File: config.mk
export PLATFORM = sky130hd
export DESIGN_NAME = utf8_line_edit_buffer_top
export DESIGN_NICKNAME = d
export VERILOG_FILES = /design/src/rtl/uleb_pkg.sv /design/src/rtl/uleb_mem.sv /design/src/rtl/uleb_ctrl.sv /design/src/rtl/utf8_line_edit_buffer_top.sv
export VERILOG_INCLUDE_DIRS = /design/src /design/src/rtl
export SDC_FILE = /design/constraint.sdc
export NUM_CORES = 2
export LEC_CHECK = 0
export BUFFER_PORTS_ARGS = -buffer_cell sky130_fd_sc_hd__buf_4
export CORE_MARGIN = 5
export CORE_UTILIZATION = 60
export DETAILED_ROUTE_END_ITERATION = 8
export PLACE_DENSITY = 0.76
export SLEW_MARGIN = 20
export SYNTH_ARGS = -nofsm -noshare
export SYNTH_HDL_FRONTEND = slang
export SYNTH_SLANG_ARGS = --single-unit
File: constraint.sdc
create_clock -name clk -period 22.6 [get_ports clk]
set_input_delay 4.52 -clock clk [delete_from_list [all_inputs] [get_ports clk]]
set_output_delay 4.52 -clock clk [all_outputs]
set_load 0.01 [all_outputs]
File: src/rtl/utf8_line_edit_buffer_top_macros.svh
// Assertion macros used by the edit buffer sequencer.
`ifndef UTF8_LINE_EDIT_BUFFER_TOP_MACROS_SVH
`define UTF8_LINE_EDIT_BUFFER_TOP_MACROS_SVH

// Same-cycle implication, disabled while reset is asserted.
`define ULEB_ASSERT_IMP(lbl, clk, rst_n, ante, cons, msg) \
	lbl: assert property (@(posedge clk) disable iff (!rst_n) (ante) |-> (cons)) \
		else $error(msg);

// Next-cycle implication, disabled while reset is asserted.
`define ULEB_ASSERT_NXT(lbl, clk, rst_n, ante, cons, msg) \
	lbl: assert property (@(posedge clk) disable iff (!rst_n) (ante) |=> (cons)) \
		else $error(msg);

`endif

File: src/rtl/uleb_pkg.sv
// Package: types, codes and the UTF-8 encoder of the line edit buffer.
`timescale 1ns / 1ps
package uleb_pkg;

	localparam int ULEB_CAPACITY = 256;
	localparam int POS_W         = 8;

	localparam logic [3:0] OP_INSERT    = 4'd0;
	localparam logic [3:0] OP_BACKSPACE = 4'd1;
	localparam logic [3:0] OP_DELETE    = 4'd2;
	localparam logic [3:0] OP_LEFT      = 4'd3;
	localparam logic [3:0] OP_RIGHT     = 4'd4;
	localparam logic [3:0] OP_HOME      = 4'd5;
	localparam logic [3:0] OP_END       = 4'd6;
	localparam logic [3:0] OP_PLACE     = 4'd7;
	localparam logic [3:0] OP_READ      = 4'd8;

	localparam logic [1:0] ST_CHANGED = 2'd0;
	localparam logic [1:0] ST_SAME    = 2'd1;
	localparam logic [1:0] ST_REJECT  = 2'd2;
	localparam logic [1:0] ST_FULL    = 2'd3;

	typedef struct packed {
		logic [3:0]       opcode;
		logic [20:0]      codepoint;
		logic [POS_W-1:0] position;
	} req_t;

	typedef struct packed {
		logic [1:0] status;
		logic [7:0] cursor_out;
		logic [7:0] length_out;
		logic [7:0] read_data;
	} rsp_t;

	// n is the byte count, zero for a rejected codepoint; b[0] goes first
	typedef struct packed {
		logic [2:0]      n;
		logic [3:0][7:0] b;
	} enc_t;

	function automatic enc_t enc_cp(logic [20:0] cp);
		enc_t e;
		e.n = 3'd0;
		e.b = '0;
		if (cp < 21'd32 || cp == 21'd127 || cp > 21'h10FFFF ||
			(cp >= 21'h00D800 && cp <= 21'h00DFFF)) begin
			e.n = 3'd0;
		end else if (cp < 21'h000080) begin
			e.n    = 3'd1;
			e.b[0] = cp[7:0];
		end else if (cp < 21'h000800) begin
			e.n    = 3'd2;
			e.b[0] = {3'b110, cp[10:6]};
			e.b[1] = {2'b10, cp[5:0]};
		end else if (cp < 21'h010000) begin
			e.n    = 3'd3;
			e.b[0] = {4'b1110, cp[15:12]};
			e.b[1] = {2'b10, cp[11:6]};
			e.b[2] = {2'b10, cp[5:0]};
		end else begin
			e.n    = 3'd4;
			e.b[0] = {5'b11110, cp[20:18]};
			e.b[1] = {2'b10, cp[17:12]};
			e.b[2] = {2'b10, cp[11:6]};
			e.b[3] = {2'b10, cp[5:0]};
		end
		return e;
	endfunction

endpackage

File: src/rtl/uleb_mem.sv
// Text byte store: one write port, one read port with registered data.
`timescale 1ns / 1ps
module uleb_mem
	import uleb_pkg::*;
#(
	parameter int DEPTH = ULEB_CAPACITY,
	parameter int AW    = $clog2(DEPTH)
) (
	input  logic          clk,
	input  logic          we,
	input  logic [AW-1:0] waddr,
	input  logic [7:0]    wdata,
	input  logic          re,
	input  logic [AW-1:0] raddr,
	output logic [7:0]    rdata
);

	logic [7:0] ram [DEPTH];

	always_ff @(posedge clk) begin
		if (we) begin
			ram[waddr] <= wdata;
		end
		if (re) begin
			rdata <= ram[raddr];
		end
	end

endmodule

File: src/rtl/uleb_ctrl.sv
// Sequencer: decodes requests, scans for boundaries, shifts the tail, writes encodings.
`timescale 1ns / 1ps
`include "utf8_line_edit_buffer_top_macros.svh"
module uleb_ctrl
	import uleb_pkg::*;
#(
	parameter int CAPACITY = ULEB_CAPACITY,
	parameter int AW       = $clog2(CAPACITY)
) (
	input  logic          clk,
	input  logic          arst_n,
	input  logic          req_valid,
	input  req_t          req_data,
	output logic          req_stall,
	output logic          res_valid,
	output rsp_t          res_data,
	input  logic          res_ready,
	output logic          mem_we,
	output logic [AW-1:0] mem_waddr,
	output logic [7:0]    mem_wdata,
	output logic          mem_re,
	output logic [AW-1:0] mem_raddr,
	input  logic [7:0]    mem_rdata
);

	localparam int CW = (AW > POS_W) ? AW : POS_W;
	localparam logic [AW:0] CAP_X = (AW+1)'(CAPACITY);

	typedef enum logic [7:0] {
		S_IDLE     = 8'b00000001,
		S_SCAN_RD  = 8'b00000010,
		S_SCAN_CHK = 8'b00000100,
		S_SCAN_END = 8'b00001000,
		S_SHIFT    = 8'b00010000,
		S_ENC      = 8'b00100000,
		S_RD_WAIT  = 8'b01000000,
		S_FIN      = 8'b10000000
	} state_t;

	state_t        state_q;
	logic [3:0]    op_q;
	logic [AW-1:0] cur_q;
	logic [AW-1:0] len_q;
	logic [AW-1:0] idx_q;
	logic [AW-1:0] src_q;
	logic [AW-1:0] dist_q;
	logic          more_q;
	logic          wr_vld_s1;
	logic [AW-1:0] wr_addr_s1;
	enc_t          enc_q;
	logic [1:0]    k_q;
	logic [1:0]    status_q;
	logic [7:0]    rd_q;

	enc_t          enc_w;
	logic [AW:0]   len_plus_n;
	logic          pos_lt_len;
	logic [AW-1:0] pos_a;
	logic          scan_fwd;
	logic          scan_stop;
	logic          shift_up;
	logic          accept;

	assign accept     = req_valid && (state_q == S_IDLE);
	assign req_stall  = (state_q != S_IDLE);
	assign enc_w      = enc_cp(req_data.codepoint);
	assign len_plus_n = {1'b0, len_q} + (AW+1)'(enc_w.n);
	assign pos_lt_len = CW'(req_data.position) < CW'(len_q);
	assign pos_a      = AW'(req_data.position);
	assign scan_fwd   = (op_q == OP_RIGHT) || (op_q == OP_DELETE);
	assign scan_stop  = scan_fwd ? (idx_q >= len_q) : (idx_q == '0);
	assign shift_up   = (op_q == OP_INSERT);

	// Shift writes follow their reads in the next cycle and take the port first.
	assign mem_we    = wr_vld_s1 || (state_q == S_ENC);
	assign mem_waddr = wr_vld_s1 ? wr_addr_s1 : cur_q + AW'(k_q);
	assign mem_wdata = wr_vld_s1 ? mem_rdata : enc_q.b[k_q];

	always_comb begin
		mem_re    = 1'b0;
		mem_raddr = src_q;
		priority if (accept && req_data.opcode == OP_READ && pos_lt_len) begin
			mem_re    = 1'b1;
			mem_raddr = pos_a;
		end else if (state_q == S_SCAN_RD && !scan_stop) begin
			mem_re    = 1'b1;
			mem_raddr = idx_q;
		end else if (state_q == S_SHIFT && more_q) begin
			mem_re    = 1'b1;
			mem_raddr = src_q;
		end else begin
			mem_re = 1'b0;
		end
	end

	assign res_valid           = (state_q == S_FIN);
	assign res_data.status     = status_q;
	assign res_data.cursor_out = 8'(cur_q);
	assign res_data.length_out = 8'(len_q);
	assign res_data.read_data  = rd_q;

	always_ff @(posedge clk or negedge arst_n) begin
		if (!arst_n) begin
			state_q    <= S_IDLE;
			op_q       <= OP_READ;
			cur_q      <= '0;
			len_q      <= '0;
			idx_q      <= '0;
			src_q      <= '0;
			dist_q     <= '0;
			more_q     <= 1'b0;
			wr_vld_s1  <= 1'b0;
			wr_addr_s1 <= '0;
			enc_q      <= '0;
			k_q        <= '0;
			status_q   <= ST_SAME;
			rd_q       <= '0;
		end else begin
			wr_vld_s1 <= 1'b0;
			unique case (state_q)
				S_IDLE: begin
					if (req_valid) begin
						op_q     <= req_data.opcode;
						rd_q     <= '0;
						status_q <= ST_SAME;
						state_q  <= S_FIN;
						unique case (req_data.opcode)
							OP_INSERT: begin
								if (enc_w.n == 3'd0) begin
									status_q <= ST_REJECT;
								end else if (len_plus_n >= CAP_X) begin
									status_q <= ST_FULL;
								end else begin
									enc_q   <= enc_w;
									k_q     <= '0;
									dist_q  <= AW'(enc_w.n);
									src_q   <= len_q - 1'b1;
									more_q  <= (len_q != cur_q);
									state_q <= S_SHIFT;
								end
							end
							OP_BACKSPACE, OP_LEFT: begin
								if (cur_q != '0) begin
									idx_q   <= cur_q - 1'b1;
									state_q <= S_SCAN_RD;
								end
							end
							OP_DELETE, OP_RIGHT: begin
								if (cur_q != len_q) begin
									idx_q   <= cur_q + 1'b1;
									state_q <= S_SCAN_RD;
								end
							end
							OP_HOME: begin
								status_q <= (cur_q == '0) ? ST_SAME : ST_CHANGED;
								cur_q    <= '0;
							end
							OP_END: begin
								status_q <= (cur_q == len_q) ? ST_SAME : ST_CHANGED;
								cur_q    <= len_q;
							end
							OP_PLACE: begin
								if (pos_lt_len) begin
									idx_q   <= pos_a;
									state_q <= S_SCAN_RD;
								end else begin
									status_q <= (cur_q == len_q) ? ST_SAME : ST_CHANGED;
									cur_q    <= len_q;
								end
							end
							OP_READ: begin
								if (pos_lt_len) begin
									state_q <= S_RD_WAIT;
								end
							end
							default: begin
								state_q <= S_FIN;
							end
						endcase
					end
				end
				S_SCAN_RD: begin
					state_q <= scan_stop ? S_SCAN_END : S_SCAN_CHK;
				end
				S_SCAN_CHK: begin
					// step over continuation bytes
					if (mem_rdata[7:6] == 2'b10) begin
						idx_q   <= scan_fwd ? idx_q + 1'b1 : idx_q - 1'b1;
						state_q <= S_SCAN_RD;
					end else begin
						state_q <= S_SCAN_END;
					end
				end
				S_SCAN_END: begin
					priority if (op_q == OP_BACKSPACE) begin
						cur_q    <= idx_q;
						dist_q   <= cur_q - idx_q;
						src_q    <= cur_q;
						more_q   <= (cur_q != len_q);
						status_q <= ST_CHANGED;
						state_q  <= S_SHIFT;
					end else if (op_q == OP_DELETE) begin
						dist_q   <= idx_q - cur_q;
						src_q    <= idx_q;
						more_q   <= (idx_q != len_q);
						status_q <= ST_CHANGED;
						state_q  <= S_SHIFT;
					end else begin
						status_q <= (idx_q == cur_q) ? ST_SAME : ST_CHANGED;
						cur_q    <= idx_q;
						state_q  <= S_FIN;
					end
				end
				S_SHIFT: begin
					if (more_q) begin
						wr_vld_s1  <= 1'b1;
						wr_addr_s1 <= shift_up ? src_q + dist_q : src_q - dist_q;
						if (shift_up) begin
							if (src_q == cur_q) begin
								more_q <= 1'b0;
							end else begin
								src_q <= src_q - 1'b1;
							end
						end else begin
							if (src_q == len_q - 1'b1) begin
								more_q <= 1'b0;
							end else begin
								src_q <= src_q + 1'b1;
							end
						end
					end else if (shift_up) begin
						state_q <= S_ENC;
					end else begin
						len_q   <= len_q - dist_q;
						state_q <= S_FIN;
					end
				end
				S_ENC: begin
					if (k_q == 2'(enc_q.n - 3'd1)) begin
						cur_q    <= cur_q + AW'(enc_q.n);
						len_q    <= len_q + AW'(enc_q.n);
						status_q <= ST_CHANGED;
						state_q  <= S_FIN;
					end else begin
						k_q <= k_q + 1'b1;
					end
				end
				S_RD_WAIT: begin
					rd_q    <= mem_rdata;
					state_q <= S_FIN;
				end
				S_FIN: begin
					if (res_ready) begin
						state_q <= S_IDLE;
					end
				end
				default: begin
					state_q <= S_IDLE;
				end
			endcase
		end
	end

	`ULEB_ASSERT_IMP(a_cur_in_text, clk, arst_n, 1'b1, cur_q <= len_q, "cursor past text end")
	`ULEB_ASSERT_NXT(a_idle_len_hold, clk, arst_n, state_q == S_IDLE, $stable(len_q), "length moved from idle")
	`ULEB_ASSERT_IMP(a_shift_wr_own, clk, arst_n, wr_vld_s1, state_q == S_SHIFT, "shift write outside shift")
	`ULEB_ASSERT_NXT(a_fin_to_idle, clk, arst_n, res_valid && res_ready, state_q == S_IDLE, "no idle after result")

endmodule

File: src/rtl/utf8_line_edit_buffer_top.sv
// Usage:
// Single-line UTF-8 edit buffer. Requests enter on req_data (opcode, codepoint,
// position) under req_valid / req_stall; one response per request leaves on
// rsp_data (status, cursor_out, length_out, read_data) under rsp_valid / rsp_stall.
// A request is taken while req_valid is high and req_stall low; req_stall is high
// while the sequencer works on a request, so one request is in flight at a time.
// Home, end, unused opcodes, refused or full inserts, reads past the length, backspace
// or left at offset 0, delete or right at the end and place at or past the length go
// straight to the response; a read inside the text first reads its byte from the store.
// Left, right and place read bytes (up to four in valid text) while looking for a
// boundary, and stop at the start or the end of the text. Backspace and delete make the
// matching move, then move the tail bytes; insert moves the tail bytes and then writes
// the encoded bytes (1-4). A new request can be taken in the cycle after the response
// register loads. The byte store moves one tail byte per cycle.
// The response register frees the sequencer: the next request is taken while a
// response is still held under rsp_stall; only a second finished response waits.
// Reset (arst_n low) empties the text and homes the cursor; the byte store is not
// cleared, since bytes at or beyond the length are never read.
`timescale 1ns / 1ps
module utf8_line_edit_buffer_top
	import uleb_pkg::*;
#(
	parameter int CAPACITY = ULEB_CAPACITY
) (
	input  logic clk,
	input  logic arst_n,
	input  logic req_valid,
	output logic req_stall,
	input  req_t req_data,
	output logic rsp_valid,
	input  logic rsp_stall,
	output rsp_t rsp_data
);

	localparam int AW = $clog2(CAPACITY);

	logic          res_valid;
	logic          res_ready;
	rsp_t          res_data;
	logic          mem_we;
	logic [AW-1:0] mem_waddr;
	logic [7:0]    mem_wdata;
	logic          mem_re;
	logic [AW-1:0] mem_raddr;
	logic [7:0]    mem_rdata;
	logic          rsp_valid_q;
	rsp_t          rsp_data_q;

	uleb_ctrl #(
		.CAPACITY(CAPACITY),
		.AW(AW)
	) u_ctrl (
		.clk(clk),
		.arst_n(arst_n),
		.req_valid(req_valid),
		.req_data(req_data),
		.req_stall(req_stall),
		.res_valid(res_valid),
		.res_data(res_data),
		.res_ready(res_ready),
		.mem_we(mem_we),
		.mem_waddr(mem_waddr),
		.mem_wdata(mem_wdata),
		.mem_re(mem_re),
		.mem_raddr(mem_raddr),
		.mem_rdata(mem_rdata)
	);

	uleb_mem #(
		.DEPTH(CAPACITY),
		.AW(AW)
	) u_mem (
		.clk(clk),
		.we(mem_we),
		.waddr(mem_waddr),
		.wdata(mem_wdata),
		.re(mem_re),
		.raddr(mem_raddr),
		.rdata(mem_rdata)
	);

	// load when empty or when the held response leaves this cycle
	assign res_ready = !rsp_valid_q || !rsp_stall;

	always_ff @(posedge clk or negedge arst_n) begin
		if (!arst_n) begin
			rsp_valid_q <= 1'b0;
		end else if (res_valid && res_ready) begin
			rsp_valid_q <= 1'b1;
		end else if (!rsp_stall) begin
			rsp_valid_q <= 1'b0;
		end
	end

	always_ff @(posedge clk) begin
		if (res_valid && res_ready) begin
			rsp_data_q <= res_data;
		end
	end

	assign rsp_valid = rsp_valid_q;
	assign rsp_data  = rsp_data_q;

endmodule

==> impl_metrics.env <==
export IMPL_hpwl_um=155000
export IMPL_syn_inst=6989
export IMPL_cts_sinks=2188
export IMPL_cts_setup_buffers=0
export IMPL_hold_viol_final=0
export IMPL_min_period_ps=11410
export IMPL_report_final_slew_viol_count=0
export IMPL_coreArea_mm2=0.152
export IMPL_grt_pass1_wl_um=390000
export IMPL_root_buffer="clkbuf_16"
export IMPL_dr_pass1_iters=9
export IMPL_remaining_drc_errors=0
export IMPL_final_common_cell="edfxtp_1"
export IMPL_syn_avg_cell_area_um2=13.2
export IMPL_place_gp_congestion=0.941
export IMPL_drt_wirelength_per_cell_um=29.2
export IMPL_io_pins=65
export IMPL_io_buffers=64
export IMPL_clkTransAtPathRegs_ps=60
export IMPL_tns_ps=0
export IMPL_criticalPathCategory="input pin to flop"
export IMPL_pwr_share_seq=0.401
export IMPL_power_switching_uw=4980
export IMPL_status="finished clean"
export IMPL_fin_util=0.664
export IMPL_p_int_uw=8290
export IMPL_syn_to_final_growth_pct=9.81
export IMPL_nNetsFinal=7046
export IMPL_seq_area_frac_synth=0.708
export IMPL_rrSetupSlack_ps=13850
export IMPL_cts_hold_buf=0
export IMPL_drtIter0Drc=9945
export IMPL_layout_drive_gt1_share=0.0801
export IMPL_rows=143
export IMPL_cp_common_cell="buf_4"
export IMPL_first_global_vias=58442
export IMPL_cts_buffer_depth=3
export IMPL_ys_ff_latch=2188
export IMPL_finClkSkew_ps=33.3
export IMPL_vias=61609
export IMPL_avgViaCountPerCell=6.73
export IMPL_fp_dieW_um=402
export IMPL_rsz0062_at_grt="no"
export IMPL_cap_violations=0
export IMPL_worstSetupStartpointType="input pin"
export IMPL_p_sw_frac=0.375
export IMPL_synth_edf_count=2082
export IMPL_finalWirelength_um=267000
export IMPL_ys_warn_count=0
export IMPL_pwr_share_comb=0.336
export IMPL_dieArea_mm2=0.161
export IMPL_clk_latency_ps=850
export IMPL_grt_total_usage=0.324
export IMPL_p_per_area_mw_per_mm2=131
export IMPL_max_freq_ghz=0.0876
export IMPL_cts_resized=0
export IMPL_end_kind="flop"
export IMPL_peakVddDrop_v=0.000131
export IMPL_synth_nets=7105
export IMPL_crit_fanout=133
export IMPL_cts_buffers=209
export IMPL_antenna_found_initial=8
export IMPL_synth_flop_cell="edfxtp_1"
export IMPL_start_util=0.605
export IMPL_final_cell_mix="edfxtp_1, nand2_1, nand3_1"
export IMPL_die_h_um=402
export IMPL_grt_max_degree=209
export IMPL_cp_slowest_cell="buf_4"
export IMPL_overflow=0
export IMPL_ant_nets=0
export IMPL_mappedNetlistArea_mm2=0.0921
export IMPL_p_leak_uw=0.0340
export IMPL_ys_types=91
export IMPL_worst_slew_pin_slew_ps=1310
export IMPL_hp_class="flop to flop"
export IMPL_fin_crit_sh=0.505
export IMPL_htreeDepth=4
export IMPL_crit_chain="buf_4 > ha_1 > a211oi_1 > o21ai_0 > a2111o_1 > o221a_1 > o31ai_4 > buf_4 > buf_12 > buf_12 > buf_4 > buf_4 > mux2i_1 > o22ai_1 > a311oi_1 > o22ai_1 > nor4_1 > a21oi_1 > nor3b_1"
export IMPL_finalSetupViolations=0
export IMPL_async_flop_share=0.0484
export IMPL_worst_ep_required_time_ps=23160
export IMPL_clkPwrFrac=0.263
export IMPL_nFillCells=10424
export IMPL_max_stage_delay_ps=860
export IMPL_cts_tree="yes"
export IMPL_slew_headroom=0.113
export IMPL_arrival_ps=11980
[per-layer routing]
metal  up-vias  part of all wire  track usage
met5         -          0.000034            0
met4         2             0.060        0.170
met3       835              0.13       0.0830
met2      4565              0.45        0.484
li1      26096                 -            -
met1     30111              0.36        0.444
[layout make-up]
class,instances,area [um2],area share
Sequential cell,2188,65200,0.645
Multi-Input combinational cell,4304,24900,0.246
Clock buffer,266,5560,0.0550
Tap cell,2030,2540,0.0251
Timing Repair Buffer,184,1530,0.0151
Clock inverter,123,1240,0.0122
Inverter,43,161,0.00160
Antenna cell,11,27.5,0.000272
[power by group through the flow]
stage / logic, uW / clock network, uW / registers (uW)
after floorplan: 2660 / 0 / 5370
after global placement: 4200 / 0 / 5390
after detailed placement: 4290 / 0 / 5400
after CTS: 4320 / 3500 / 5310
after global routing: 4670 / 3690 / 5320
final: 4460 / 3490 / 5320
[through the flow]
stage,total power [uW],setup slack [ps],cell area (um2),std cells,hold slack [ps]
2_1_floorplan,8030,4580,92100,6989,423
3_3_place_gp,9590,10650,94200,8749,444
3_5_place_dp,9680,10590,94300,8749,442
4_1_cts,13100,11460,101000,9138,461
5_1_grt,13700,11040,101000,9138,475
6_report,13300,11190,101000,9149,463
[registers in the layout, indices dropped and copies added (netlist names), 4 cells and up]
name,cells
u_mem.rdata,8
u_ctrl.wr_addr_s1,8
u_ctrl.src_q,8
u_ctrl.state_q,8
u_ctrl.cur_q,8
u_ctrl.idx_q,8
u_ctrl.enc_q,31
u_mem.ram,2048
u_ctrl.op_q,4
u_ctrl.dist_q,8
u_ctrl.rd_q,8
u_ctrl.len_q,8
rsp_data,26
[cells in the mapped netlist (11+ instances only)]
cell | count | area share
edfxtp_1 | 2082 | 0.68
nor2b_1 | 12 | 0.00082
inv_1 | 42 | 0.0017
a21o_1 | 33 | 0.0027
nand3_1 | 472 | 0.026
o22ai_1 | 91 | 0.0062
nand2_1 | 1404 | 0.057
a31oi_1 | 39 | 0.0026
buf_6 | 13 | 0.0016
a311oi_1 | 28 | 0.0027
o41ai_1 | 12 | 0.0011
buf_1 | 60 | 0.0024
o31ai_1 | 11 | 0.00090
xnor2_1 | 59 | 0.0056
nand4_1 | 30 | 0.0020
clkbuf_1 | 188 | 0.0077
mux2i_1 | 404 | 0.044
or3_1 | 19 | 0.0013
buf_4 | 57 | 0.0046
nor2_1 | 380 | 0.015
a21oi_1 | 438 | 0.024
xor2_1 | 34 | 0.0032
dfrtp_1 | 103 | 0.028
ha_1 | 70 | 0.0095
a22oi_1 | 15 | 0.0012
nor4_1 | 72 | 0.0049
mux2_2 | 23 | 0.0028
or4_1 | 17 | 0.0014
a2111oi_0 | 14 | 0.0013
a22o_1 | 12 | 0.0011
a32oi_1 | 21 | 0.0020
nor3_1 | 76 | 0.0041
and3_1 | 43 | 0.0029
o21ai_0 | 153 | 0.0083
buf_2 | 136 | 0.0074
o221ai_1 | 132 | 0.013
o211ai_1 | 23 | 0.0019
a211oi_1 | 24 | 0.0020
[worst paths after layout]
| path | from | end | cells past startpoint |
|---|---|---|---|
| max | req_data[2] | u_mem.rdata[1] | 19 |
| min | u_ctrl.rd_q[1] | rsp_data[1] | 0 |
| max reg2reg | u_ctrl.len_q[2] | u_mem.rdata[1] | 19 |
| min reg2reg | u_ctrl.rd_q[1] | rsp_data[1] | 0 |
| max in group asynchronous | arst_n | u_ctrl.rd_q[6] | 2 |
| min in group asynchronous | arst_n | u_ctrl.op_q[2] | 1 |
[kinds of logic (layout without fill, tap and decap cells)]
logic type	count (synthesis)	in the layout	share of synthesized area
muxes	434	434	0.0484
xor gates and xnor gates	93	93	0.00885
buffers and inverters	497	616	0.0255
and+or+nand+nor	2571	2571	0.120
adders and majority gates	79	79	0.0115
DFF	2188	2188	0.708
other	0	11	0
AOI/OAI and AO/OA	1127	1127	0.0780
[critical path, delay by kind of cell]
kind	cells	cell delay (ps)
buf+inv	6	3440
compound gates	9	2130
fa+ha+maj	1	320
mux	1	280
simple gates	2	900
No activity file was read; power rests on OpenSTA's default activity.
